$ cat config.mk
export PLATFORM = sky130hd
export DESIGN_NAME = radix_prefixed_number_parser
export DESIGN_NICKNAME = d
export VERILOG_FILES = /design/src/rpnp_pkg.sv /design/src/radix_prefixed_number_parser.sv /design/src/rpnp_char_decode.sv
export SDC_FILE = /design/constraint.sdc
export NUM_CORES = 1
export LEC_CHECK = 0
export BUFFER_PORTS_ARGS = -buffer_cell sky130_fd_sc_hd__buf_2
export CELL_PAD_IN_SITES_DETAIL_PLACEMENT = 1
export CELL_PAD_IN_SITES_GLOBAL_PLACEMENT = 1
export CORE_UTILIZATION = 48
export CTS_CLUSTER_SIZE = 10
export DETAILED_ROUTE_END_ITERATION = 10
export PLACE_DENSITY_LB_ADDON = 0.1
export SLEW_MARGIN = 5
export SYNTH_ARGS = -nofsm -noshare
export SYNTH_HDL_FRONTEND = slang
export SYNTH_SLANG_ARGS = --single-unit
$ cat constraint.sdc
create_clock -name clock -period 7.6 [get_ports clock]
set_input_delay 0.38 -clock clock [delete_from_list [all_inputs] [get_ports clock]]
set_output_delay 0.38 -clock clock [all_outputs]
set_load 0.01 [all_outputs]
$ cat src/rpnp_pkg.sv
// rpnp_pkg: shared types and constants of the radix-prefixed number parser
// no dependencies; used by rpnp_char_decode and radix_prefixed_number_parser
`timescale 1ns / 1ps
`default_nettype none
package rpnp_pkg;

   // token parse phase; the fourth code is never entered and acts like digits
   typedef enum logic [1:0] {
      PH_START  = 2'd0,
      PH_BASE   = 2'd1,
      PH_DIGITS = 2'd2
   } phase_type;

   // error codes
   localparam logic [1:0] ERR_NONE  = 2'd0;
   localparam logic [1:0] ERR_BASE  = 2'd1;
   localparam logic [1:0] ERR_DIGIT = 2'd2;
   localparam logic [1:0] ERR_OVER  = 2'd3;

   // radix codes
   localparam logic [1:0] RADIX_BIN = 2'd0;
   localparam logic [1:0] RADIX_OCT = 2'd1;
   localparam logic [1:0] RADIX_DEC = 2'd2;
   localparam logic [1:0] RADIX_HEX = 2'd3;

   // ascii codes
   localparam logic [7:0] CHAR_MINUS   = 8'h2D;
   localparam logic [7:0] CHAR_ZERO    = 8'h30;
   localparam logic [7:0] CHAR_NINE    = 8'h39;
   localparam logic [7:0] CHAR_UPPER_A = 8'h41;
   localparam logic [7:0] CHAR_UPPER_F = 8'h46;
   localparam logic [7:0] CHAR_LOWER_A = 8'h61;
   localparam logic [7:0] CHAR_LOWER_F = 8'h66;
   localparam logic [7:0] CHAR_BASE_B  = 8'h62;
   localparam logic [7:0] CHAR_BASE_O  = 8'h6F;
   localparam logic [7:0] CHAR_BASE_D  = 8'h64;
   localparam logic [7:0] CHAR_BASE_X  = 8'h78;

   localparam logic [7:0] DIGIT_TEN = 8'd10;

   // decoded view of one character
   typedef struct packed {
      logic       base_ok;
      logic [1:0] base_code;
      logic       digit_ok;
      logic [3:0] digit;
   } decode_type;

endpackage
`default_nettype wire

$ cat src/radix_prefixed_number_parser.sv
// radix_prefixed_number_parser: top level of the ascii number token parser
// depends on rpnp_pkg and rpnp_char_decode
`timescale 1ns / 1ps
`default_nettype none
// A token arrives one ascii character per transfer on the req_ channel, with
// req_last_char set on its final character: an optional '-', a lower-case base
// letter (b, o, d, x), then digits (hex digits in either case). Each character
// is captured in an input register and from there folded into the running
// magnitude by one shift-and-add step (times 2, 8, 10 or 16 plus the digit)
// with an overflow check on the same sum. The block takes one character per
// cycle back to back; the last character passes from the input register into
// the result register, whose valid flag drives rsp_valid. The input keeps
// flowing while a result waits, stalling only when a second last character
// finds the result register still full. The result carries the signed value
// (0 on any error), the base seen and an error code: 1 bad base letter, 2 bad
// digit, 3 magnitude above the largest positive value of VALUE_BITS bits.
// After each result the parser is back at the start of a token.
module radix_prefixed_number_parser #(
   parameter int VALUE_BITS = 32
) (
   input  wire logic                         clock,
   input  wire logic                         reset,

   input  wire logic                         req_valid,
   output      logic                         req_ready,
   input  wire logic [7:0]                   req_char_code,
   input  wire logic                         req_last_char,

   output      logic                         rsp_valid,
   input  wire logic                         rsp_ready,
   output      logic signed [VALUE_BITS-1:0] rsp_value,
   output      logic [1:0]                   rsp_radix_kind,
   output      logic [1:0]                   rsp_error_code
);

   localparam int MAG_W  = VALUE_BITS - 1;   // magnitude never exceeds max positive
   localparam int PROD_W = VALUE_BITS + 3;   // room for magnitude * 16 + 15

   // input register
   logic       stage_valid_ff, stage_valid_in;
   logic [7:0] stage_char_ff;
   logic       stage_last_ff;

   // token state
   rpnp_pkg::phase_type phase_ff, phase_in;
   logic                neg_ff, neg_in;
   logic [1:0]          radix_ff, radix_in;
   logic [MAG_W-1:0]    mag_ff, mag_in;
   logic [1:0]          err_ff, err_in;

   // result register
   logic                  rsp_valid_ff, rsp_valid_in;
   logic [VALUE_BITS-1:0] rsp_value_ff, rsp_value_in;
   logic [1:0]            rsp_radix_ff, rsp_radix_in;
   logic [1:0]            rsp_error_ff, rsp_error_in;

   logic out_free;
   logic stage_go;
   logic take_req;

   rpnp_pkg::decode_type info;

   logic [PROD_W-1:0]     mag_ext;
   logic [PROD_W-1:0]     prod;
   logic [VALUE_BITS-1:0] mag_val;

   // one shared decoder for the staged character
   rpnp_char_decode u_decode (
      .char_code  (stage_char_ff),
      .radix_code (radix_ff),
      .info       (info)
   );

   // handshake: a staged character moves on unless it ends a token and the
   // result register is still occupied
   assign out_free  = !rsp_valid_ff || rsp_ready;
   assign stage_go  = stage_valid_ff && (!stage_last_ff || out_free);
   assign req_ready = !stage_valid_ff || stage_go;
   assign take_req  = req_valid && req_ready;

   assign stage_valid_in = take_req || (stage_valid_ff && !stage_go);

   // accumulate step: magnitude * base + digit
   assign mag_ext = {{(PROD_W-MAG_W){1'b0}}, mag_ff};

   always_comb begin
      unique case (radix_ff)
         rpnp_pkg::RADIX_BIN: prod = (mag_ext << 1);
         rpnp_pkg::RADIX_OCT: prod = (mag_ext << 3);
         rpnp_pkg::RADIX_DEC: prod = (mag_ext << 3) + (mag_ext << 1);
         default:             prod = (mag_ext << 4);
      endcase
      prod = prod + {{(PROD_W-4){1'b0}}, info.digit};
   end

   // next token state and result
   always_comb begin
      phase_in     = phase_ff;
      neg_in       = neg_ff;
      radix_in     = radix_ff;
      mag_in       = mag_ff;
      err_in       = err_ff;
      rsp_valid_in = rsp_valid_ff && !rsp_ready;
      rsp_value_in = rsp_value_ff;
      rsp_radix_in = rsp_radix_ff;
      rsp_error_in = rsp_error_ff;
      mag_val      = '0;

      if (stage_go) begin
         unique case (phase_ff)
            rpnp_pkg::PH_START,
            rpnp_pkg::PH_BASE: begin
               if (phase_ff == rpnp_pkg::PH_START && stage_char_ff == rpnp_pkg::CHAR_MINUS) begin
                  neg_in   = 1'b1;
                  phase_in = rpnp_pkg::PH_BASE;
               end else begin
                  if (info.base_ok) begin
                     radix_in = info.base_code;
                  end else begin
                     err_in   = rpnp_pkg::ERR_BASE;
                     radix_in = rpnp_pkg::RADIX_BIN;
                  end
                  phase_in = rpnp_pkg::PH_DIGITS;
               end
            end
            default: begin
               // after a bad base the rest of the token is ignored
               if (err_ff != rpnp_pkg::ERR_BASE) begin
                  if (!info.digit_ok) begin
                     err_in = rpnp_pkg::ERR_DIGIT;
                  end else if (err_ff == rpnp_pkg::ERR_NONE) begin
                     if (prod[PROD_W-1:MAG_W] != '0) begin
                        err_in = rpnp_pkg::ERR_OVER;
                     end else begin
                        mag_in = prod[MAG_W-1:0];
                     end
                  end
               end
            end
         endcase

         if (stage_last_ff) begin
            // token ended before its base letter
            if (phase_in != rpnp_pkg::PH_DIGITS) begin
               err_in   = rpnp_pkg::ERR_BASE;
               radix_in = rpnp_pkg::RADIX_BIN;
            end
            mag_val = {1'b0, mag_in};
            rsp_valid_in = 1'b1;
            rsp_radix_in = radix_in;
            rsp_error_in = err_in;
            if (err_in != rpnp_pkg::ERR_NONE) begin
               rsp_value_in = '0;
            end else if (neg_in) begin
               rsp_value_in = '0 - mag_val;
            end else begin
               rsp_value_in = mag_val;
            end
            // back to the start of a token
            phase_in = rpnp_pkg::PH_START;
            neg_in   = 1'b0;
            radix_in = rpnp_pkg::RADIX_BIN;
            mag_in   = '0;
            err_in   = rpnp_pkg::ERR_NONE;
         end
      end
   end

   always_ff @(posedge clock) begin
      if (reset) begin
         stage_valid_ff <= 1'b0;
         phase_ff       <= rpnp_pkg::PH_START;
         neg_ff         <= 1'b0;
         radix_ff       <= rpnp_pkg::RADIX_BIN;
         mag_ff         <= '0;
         err_ff         <= rpnp_pkg::ERR_NONE;
         rsp_valid_ff   <= 1'b0;
      end else begin
         stage_valid_ff <= stage_valid_in;
         phase_ff       <= phase_in;
         neg_ff         <= neg_in;
         radix_ff       <= radix_in;
         mag_ff         <= mag_in;
         err_ff         <= err_in;
         rsp_valid_ff   <= rsp_valid_in;
      end
   end

   // payload registers
   always_ff @(posedge clock) begin
      if (take_req) begin
         stage_char_ff <= req_char_code;
         stage_last_ff <= req_last_char;
      end
      rsp_value_ff <= rsp_value_in;
      rsp_radix_ff <= rsp_radix_in;
      rsp_error_ff <= rsp_error_in;
   end

   assign rsp_valid      = rsp_valid_ff;
   assign rsp_value      = rsp_value_ff;
   assign rsp_radix_kind = rsp_radix_ff;
   assign rsp_error_code = rsp_error_ff;

endmodule
`default_nettype wire

$ cat src/rpnp_char_decode.sv
// rpnp_char_decode: classifies one ascii character as base letter and as digit
// depends on rpnp_pkg
`timescale 1ns / 1ps
`default_nettype none
module rpnp_char_decode (
   input  wire logic [7:0]         char_code,
   input  wire logic [1:0]         radix_code,
   output rpnp_pkg::decode_type    info
);

   logic [7:0] raw;
   logic       is_digit;

   always_comb begin
      raw      = 8'd0;
      is_digit = 1'b0;
      info     = '0;

      priority if (char_code >= rpnp_pkg::CHAR_ZERO && char_code <= rpnp_pkg::CHAR_NINE) begin
         raw      = char_code - rpnp_pkg::CHAR_ZERO;
         is_digit = 1'b1;
      end else if (char_code >= rpnp_pkg::CHAR_LOWER_A
                   && char_code <= rpnp_pkg::CHAR_LOWER_F) begin
         raw      = char_code - rpnp_pkg::CHAR_LOWER_A + rpnp_pkg::DIGIT_TEN;
         is_digit = 1'b1;
      end else if (char_code >= rpnp_pkg::CHAR_UPPER_A
                   && char_code <= rpnp_pkg::CHAR_UPPER_F) begin
         raw      = char_code - rpnp_pkg::CHAR_UPPER_A + rpnp_pkg::DIGIT_TEN;
         is_digit = 1'b1;
      end else begin
         raw      = 8'd0;
         is_digit = 1'b0;
      end

      info.digit = raw[3:0];

      // digit must lie below the base
      unique case (radix_code)
         rpnp_pkg::RADIX_BIN: info.digit_ok = is_digit && (raw[3:0] < 4'd2);
         rpnp_pkg::RADIX_OCT: info.digit_ok = is_digit && (raw[3:0] < 4'd8);
         rpnp_pkg::RADIX_DEC: info.digit_ok = is_digit && (raw[3:0] < 4'd10);
         default:             info.digit_ok = is_digit;
      endcase

      unique case (char_code)
         rpnp_pkg::CHAR_BASE_B: begin
            info.base_ok   = 1'b1;
            info.base_code = rpnp_pkg::RADIX_BIN;
         end
         rpnp_pkg::CHAR_BASE_O: begin
            info.base_ok   = 1'b1;
            info.base_code = rpnp_pkg::RADIX_OCT;
         end
         rpnp_pkg::CHAR_BASE_D: begin
            info.base_ok   = 1'b1;
            info.base_code = rpnp_pkg::RADIX_DEC;
         end
         rpnp_pkg::CHAR_BASE_X: begin
            info.base_ok   = 1'b1;
            info.base_code = rpnp_pkg::RADIX_HEX;
         end
         default: begin
            info.base_ok   = 1'b0;
            info.base_code = rpnp_pkg::RADIX_BIN;
         end
      endcase
   end

endmodule
`default_nettype wire
[Yosys cells after proc, flatten, opt, wreduce, memory -nomap -nowiden]
Index checks and enable logic that the tools add are counted.
Widths: inputs -> output; s select.
Storage, ports and cells
  register bits after elaboration: 85
  bits of input ports: 13
Operators by class
  eq/ne operators: 10
  reductions and logical operators: 28
  $add $sub $neg: 8
  muxes and demuxes: 42
  magnitude comparators: 9
  bitwise logic cells: 1
Operators with widths (count)
  $mux 31: 8
  $pmux 35 s3: 1
  $mux 2: 19
  $add 34x32->35: 1
  $add 35x4->35: 1
  $eq 8x7->1 const B: 4
  $sub 1x31->32 const A: 1
  $ge 8x7->1 const B: 2
  $le 8x7->1 const B: 2
  $mux 4: 3
  $pmux 3 s4: 1
  $sub 4x1->4 const B: 3
  $logic_and 1x1->1: 11
  $mux 1: 9
  $add 4x4->4 const B: 2
  $eq 8x6->1 const B: 1
  $ge 8x6->1 const B: 1
  $le 8x6->1 const B: 1
  $lt 4x4->1 const B: 2
  $logic_not 2->1: 3
  $logic_not 1->1: 5
  $eq 2x1->1 const B: 2
  $logic_or 1x1->1: 4
  $lt 4x2->1 const B: 1
  other kinds (9): 10

[Logic depth before layout (Yosys ltp)]
  depth after elaboration: 17
  mapped depth: 28
  depth with buffers taken out: 25

[Hierarchy]
From an unflattened synthesis, not the netlist that was laid out.
Unflattened totals
  cells, all modules: 1138
  area, all modules: 9081.2 µm²
By module, submodules not included
  radix_prefixed_number_parser: area each 8664.6 µm², cells each 1082, sequential area each 2152.1 µm², times used 1
  rpnp_char_decode: area each 416.6 µm², cells each 56, sequential area each 0.0 µm², times used 1

[Worst setup path after synthesis]
No wires, ideal clock.
  path type: register to register
  start point: register radix_ff[0]
  end point: register rsp_value_ff[26], in the netlist rsp_value[26], data pin
  period minus slack after synthesis: 6184 ps
  arrival: 5930 ps
  path slack: 1416 ps
  buffers on the path: 8
  stages on the path, launching flop included: 29
  setup time: 254 ps
  cells stage by stage: dfxtp_1 -> ha_1 -> buf_2 -> buf_2 -> buf_2 -> buf_2 -> buf_2 -> buf_2 -> nor2_1 -> ha_1 -> a21oi_1 -> nor2b_1 -> buf_2 -> nor4b_2 -> nand4_2 -> a2111oi_4 -> nand2_2 -> nor4_2 -> a21oi_1 -> o221ai_2 -> buf_2 -> mux2i_1 -> ha_1 -> nand2_1 -> nor4_1 -> mux2i_1 -> o21ai_1 -> xnor2_1 -> nor2b_1
Between the ends
  longest elaborated chain between the ends: 13
  elaborated cells on any way between the ends: 24
RTL lines
  start: declaration: RTL line radix_prefixed_number_parser.sv:47  | logic [1:0] radix_ff, radix_in;
  start signal: assignment: RTL line radix_prefixed_number_parser.sv:174  | radix_ff <= rpnp_pkg::RADIX_BIN;
  start signal: assignment: RTL line radix_prefixed_number_parser.sv:182  | radix_ff <= radix_in;
  branches (longest 13 deep; another with $add 35x4->35)
  end signal: assignment: RTL line radix_prefixed_number_parser.sv:195  | rsp_value_ff <= rsp_value_in;
  end: declaration: RTL line radix_prefixed_number_parser.sv:53  | logic [VALUE_BITS-1:0] rsp_value_ff, rsp_value_in;
Several ways; the timed one is not identified. The select of a mux whose other input is x is not followed.
A chain may end at the register's enable or synchronous reset.

[Final worst setup path]
  start point: register stage_char_ff[0]
  end point: register rsp_value_ff[26], in the netlist rsp_value[26], data pin
Between the ends
  longest elaborated chain between the ends: 16
  elaborated cells on any way between the ends: 62
RTL lines
  start: declaration: RTL line radix_prefixed_number_parser.sv:41  | logic [7:0] stage_char_ff;
  start signal: assignment: RTL line radix_prefixed_number_parser.sv:192  | stage_char_ff <= req_char_code;
  branches (longest 16 deep; another with $add 35x4->35)
Several ways; the timed one is not identified. The select of a mux whose other input is x is not followed.

==> flow_summary.yaml <==
drt:
  drt_iter0_drc: 571
  post_drt_wl_per_cell_um: 21.8
  drt_first_pass_iters: 6
  vias_per_cell: 6.55
  dr_total_vias: 9416
  drc: 0
  routed_wl_mm: 31.3
  ant_nets: 0
clock_tree:
  numCtsBuffers: 9
  cts_sinks: 85
  cts_tree: "done"
  cts-htree-levels: 3
  cts_resized: 0
  clkTransAtPathRegs_ns: 0.07
  root_buffer: "clkbuf_16"
  cts_hold_buf: 0
  clk_path_buf_depth: 2
  clk_latency_ns: 0.35
  cts_setup_buffers: 0
global_route:
  grt_overflow_total: 0
  grt_pass1_vias: 9411
  track_usage_pct: 31.9
  grt_pass1_wl_mm: 50.7
  antenna_found_initial: 0
  grt_max_degree: 71
yosys:
  ys_async_sr_fraction_pct: 0
  synthAdderAreaFrac_pct: 6.19
  syn_inst: 1181
  synth_cell_types: 97
  synth_top_family_by_area: "simple AND/OR/NAND/NOR gates"
  ys_ff_latch: 85
  synth-simple-area-share_pct: 27.0
  synth-edff-count: 45
  netlist_top_cells_area: "edfxtp_1 14%, dfxtp_1 8.6%, nor2_1 6.1%"
  syn_nets: 1239
  yosysWarnings: 0
  synth-compound-area-share_pct: 25.6
  syn_area_per_cell_sq_um: 7.91
  synth_xor_area_share_pct: 5.90
  synthFlopType: "edfxtp_1"
  yosys-mux-area-fraction_pct: 6.86
  yosys.area.top_type: "edfxtp_1"
  synth_top_cell_area_share_pct: 14.5
  synth_area_sq_um: 9350
  synth_seq_area_share_pct: 23.0
sta:
  hold_violations: 0
  finClkSkew_ns: 0.00962
  rsz0062_at_grt: "false"
  timing.final.ws_setup_ns: 0.608
  tightest_slew_ns: 1.27
  period_minus_slack_ns: 6.99
  fmax_mhz: 143
  slew_headroom_pct: 14.6
  setup_tns_ns: 0
  maxSlewViolCount: 0
  timing.hold.ws_ns: 0.207
  post-route-period-util_pct: 92.0
  setup_viol: 0
placement:
  gp_congestion: 0.878
  pre_cts_slack_ns: 0.658
  portBuffers: 50
  dpl.hpwl_mm: 23.6
  post_dp_cell_area_sq_um: 9660
worst_setup_path:
  crit_arrival_ns: 7.07
  crit_slowest_cell: "or4_1"
  crit_type: "reg -> reg"
  critPathMaxFanout: 7
  cp_top_family: "simple AND/OR/NAND/NOR gates"
  worstSetupStartpointType: "flop"
  cpPeakStageDelay_ns: 0.64
  worstPathRequired_ns: 7.68
  path_buf_inv: 1
  critPathCaptureType: "flop"
floorplan:
  io_pins: 51
  die_area_sq_um: 20000
  rows: 50
  die_h_um: 142
  floorplan.initialDensity_pct: 49.5
  core-area_sq_um: 18900
  die_w_um: 142
power:
  powerDensity_nw_per_um2: 102
  leakage_nw: 3.80
  power.total_mw: 1.02
  ir_drop_mv: 0.109
run_status:
  outcome: "finished, final reports clean"
run:
  drv_cap: 0
cells_and_area:
  layout_common_cells: "149 x nor2_1, 96 x nand2_1, 81 x a21oi_1"
  fin_area_sq_um: 9960
  fillers: 2359
  drive_gt1_share_pct: 12.9
  layout_commonest_cell: "nor2_1"
  nNetsFinal: 1231
  synthToLayoutAreaGrowth_pct: 6.63
  n_antenna_cell: 0
min_path:
  worstHoldPathType: "in -> reg"
-- synth_stat cells, types with 15 or more instances --
| library cell | count |
|---|---|
| nor2_1 | 151 |
| nand2_1 | 96 |
| a21oi_1 | 81 |
| edfxtp_1 | 45 |
| ha_1 | 43 |
| clkbuf_1 | 40 |
| dfxtp_1 | 40 |
| mux2i_1 | 40 |
| xnor2_1 | 40 |
| nor3_1 | 39 |
| inv_1 | 36 |
| o21ai_0 | 36 |
| a22oi_1 | 30 |
| buf_2 | 28 |
| nand3_1 | 28 |
| xor2_1 | 23 |
| nand2b_1 | 21 |
| nand4_1 | 17 |
| nor4_1 | 16 |
| a221oi_1 | 15 |
| and3_1 | 15 |
| nor2b_1 | 15 |
-- worst register-to-register path, cell delays in order (launching register included) --
cell,delay (ns)
edfxtp_1,0.44
inv_1,0.12
ha_1,0.24
nor3b_1,0.14
or4_1,0.64
nor2_1,0.13
o21ai_0,0.12
o21ai_0,0.20
fa_1,0.29
a21oi_1,0.09
nor2b_1,0.40
nor4b_2,0.35
nand4_2,0.25
a2111oi_4,0.45
nand2_2,0.19
or3_1,0.45
nor4_2,0.33
o221ai_4,0.22
mux2i_1,0.39
ha_1,0.29
nand2_1,0.10
nor4_1,0.31
mux2i_1,0.19
o21ai_1,0.19
xnor2_1,0.07
nor2b_1,0.12
-- metal layers --
metal | up-vias | track usage [%] | wire, um
li1 | 4390 | - | -
met1 | 4708 | 41.6 | 13800
met2 | 271 | 56.3 | 15400
met3 | 47 | 3.14 | 1460
met4 | 0 | 7.75 | 631
met5 | - | 0 | 0
-- where the power goes --
part           internal, mW  switching (mW)  leakage [nW]  total, mW
sequential            0.490         0.00695         0.755      0.497
combinational        0.0185          0.0440          2.91     0.0626
clock                 0.258           0.199         0.143      0.457
-- area by class of cell --
cell class | instances | area [sq um] | area share [%]
timing repair buffer | 59 | 330 | 3.31
multi-input combinational | 981 | 6720 | 67.4
tap | 260 | 325 | 3.26
clock buffer | 10 | 229 | 2.30
inverter | 37 | 139 | 1.39
sequential | 85 | 2150 | 21.6
clock inverter | 6 | 72.6 | 0.728
-- stage by stage --
step | cells | utilization (%)
2_1_floorplan | 1181 | -
3_3_place_gp | 1422 | 51.1
3_5_place_dp | 1422 | 51.1
4_1_cts | 1438 | 52.7
5_1_grt | 1438 | 52.7
6_report | 1438 | 52.7
-- flip-flops by register name, summed over array words and instances (netlist names), 2 cells and up --
register        flops
rsp_value          32
radix_ff            2
mag_ff             31
err_ff              2
phase_ff            2
rsp_error_code      2
rsp_radix_kind      2
stage_char_ff       8
-- path summary, 6_finish.rpt --
kind | to | slack [ns] | start | cells past startpoint
min | stage_char_ff[5] | 0.21 | req_char_code[5] | 1
min reg2reg | err_ff[0] | 0.51 | err_ff[0] | 2
max reg2reg | rsp_value[26] | 0.61 | stage_char_ff[0] | 25
max | rsp_value[26] | 0.61 | stage_char_ff[0] | 25
-- kinds of logic after synthesis --
| family | Yosys count |
|---|---|
| flip-flops | 85 |
| buffers and inverters | 115 |
| AO/OA/AOI/OAI | 326 |
| multiplexers | 60 |
| AND/OR/NAND/NOR | 487 |
| adder cells (fa/ha/maj) | 45 |
| XOR/XNOR | 63 |
Power figures use the tool's default switching activity.
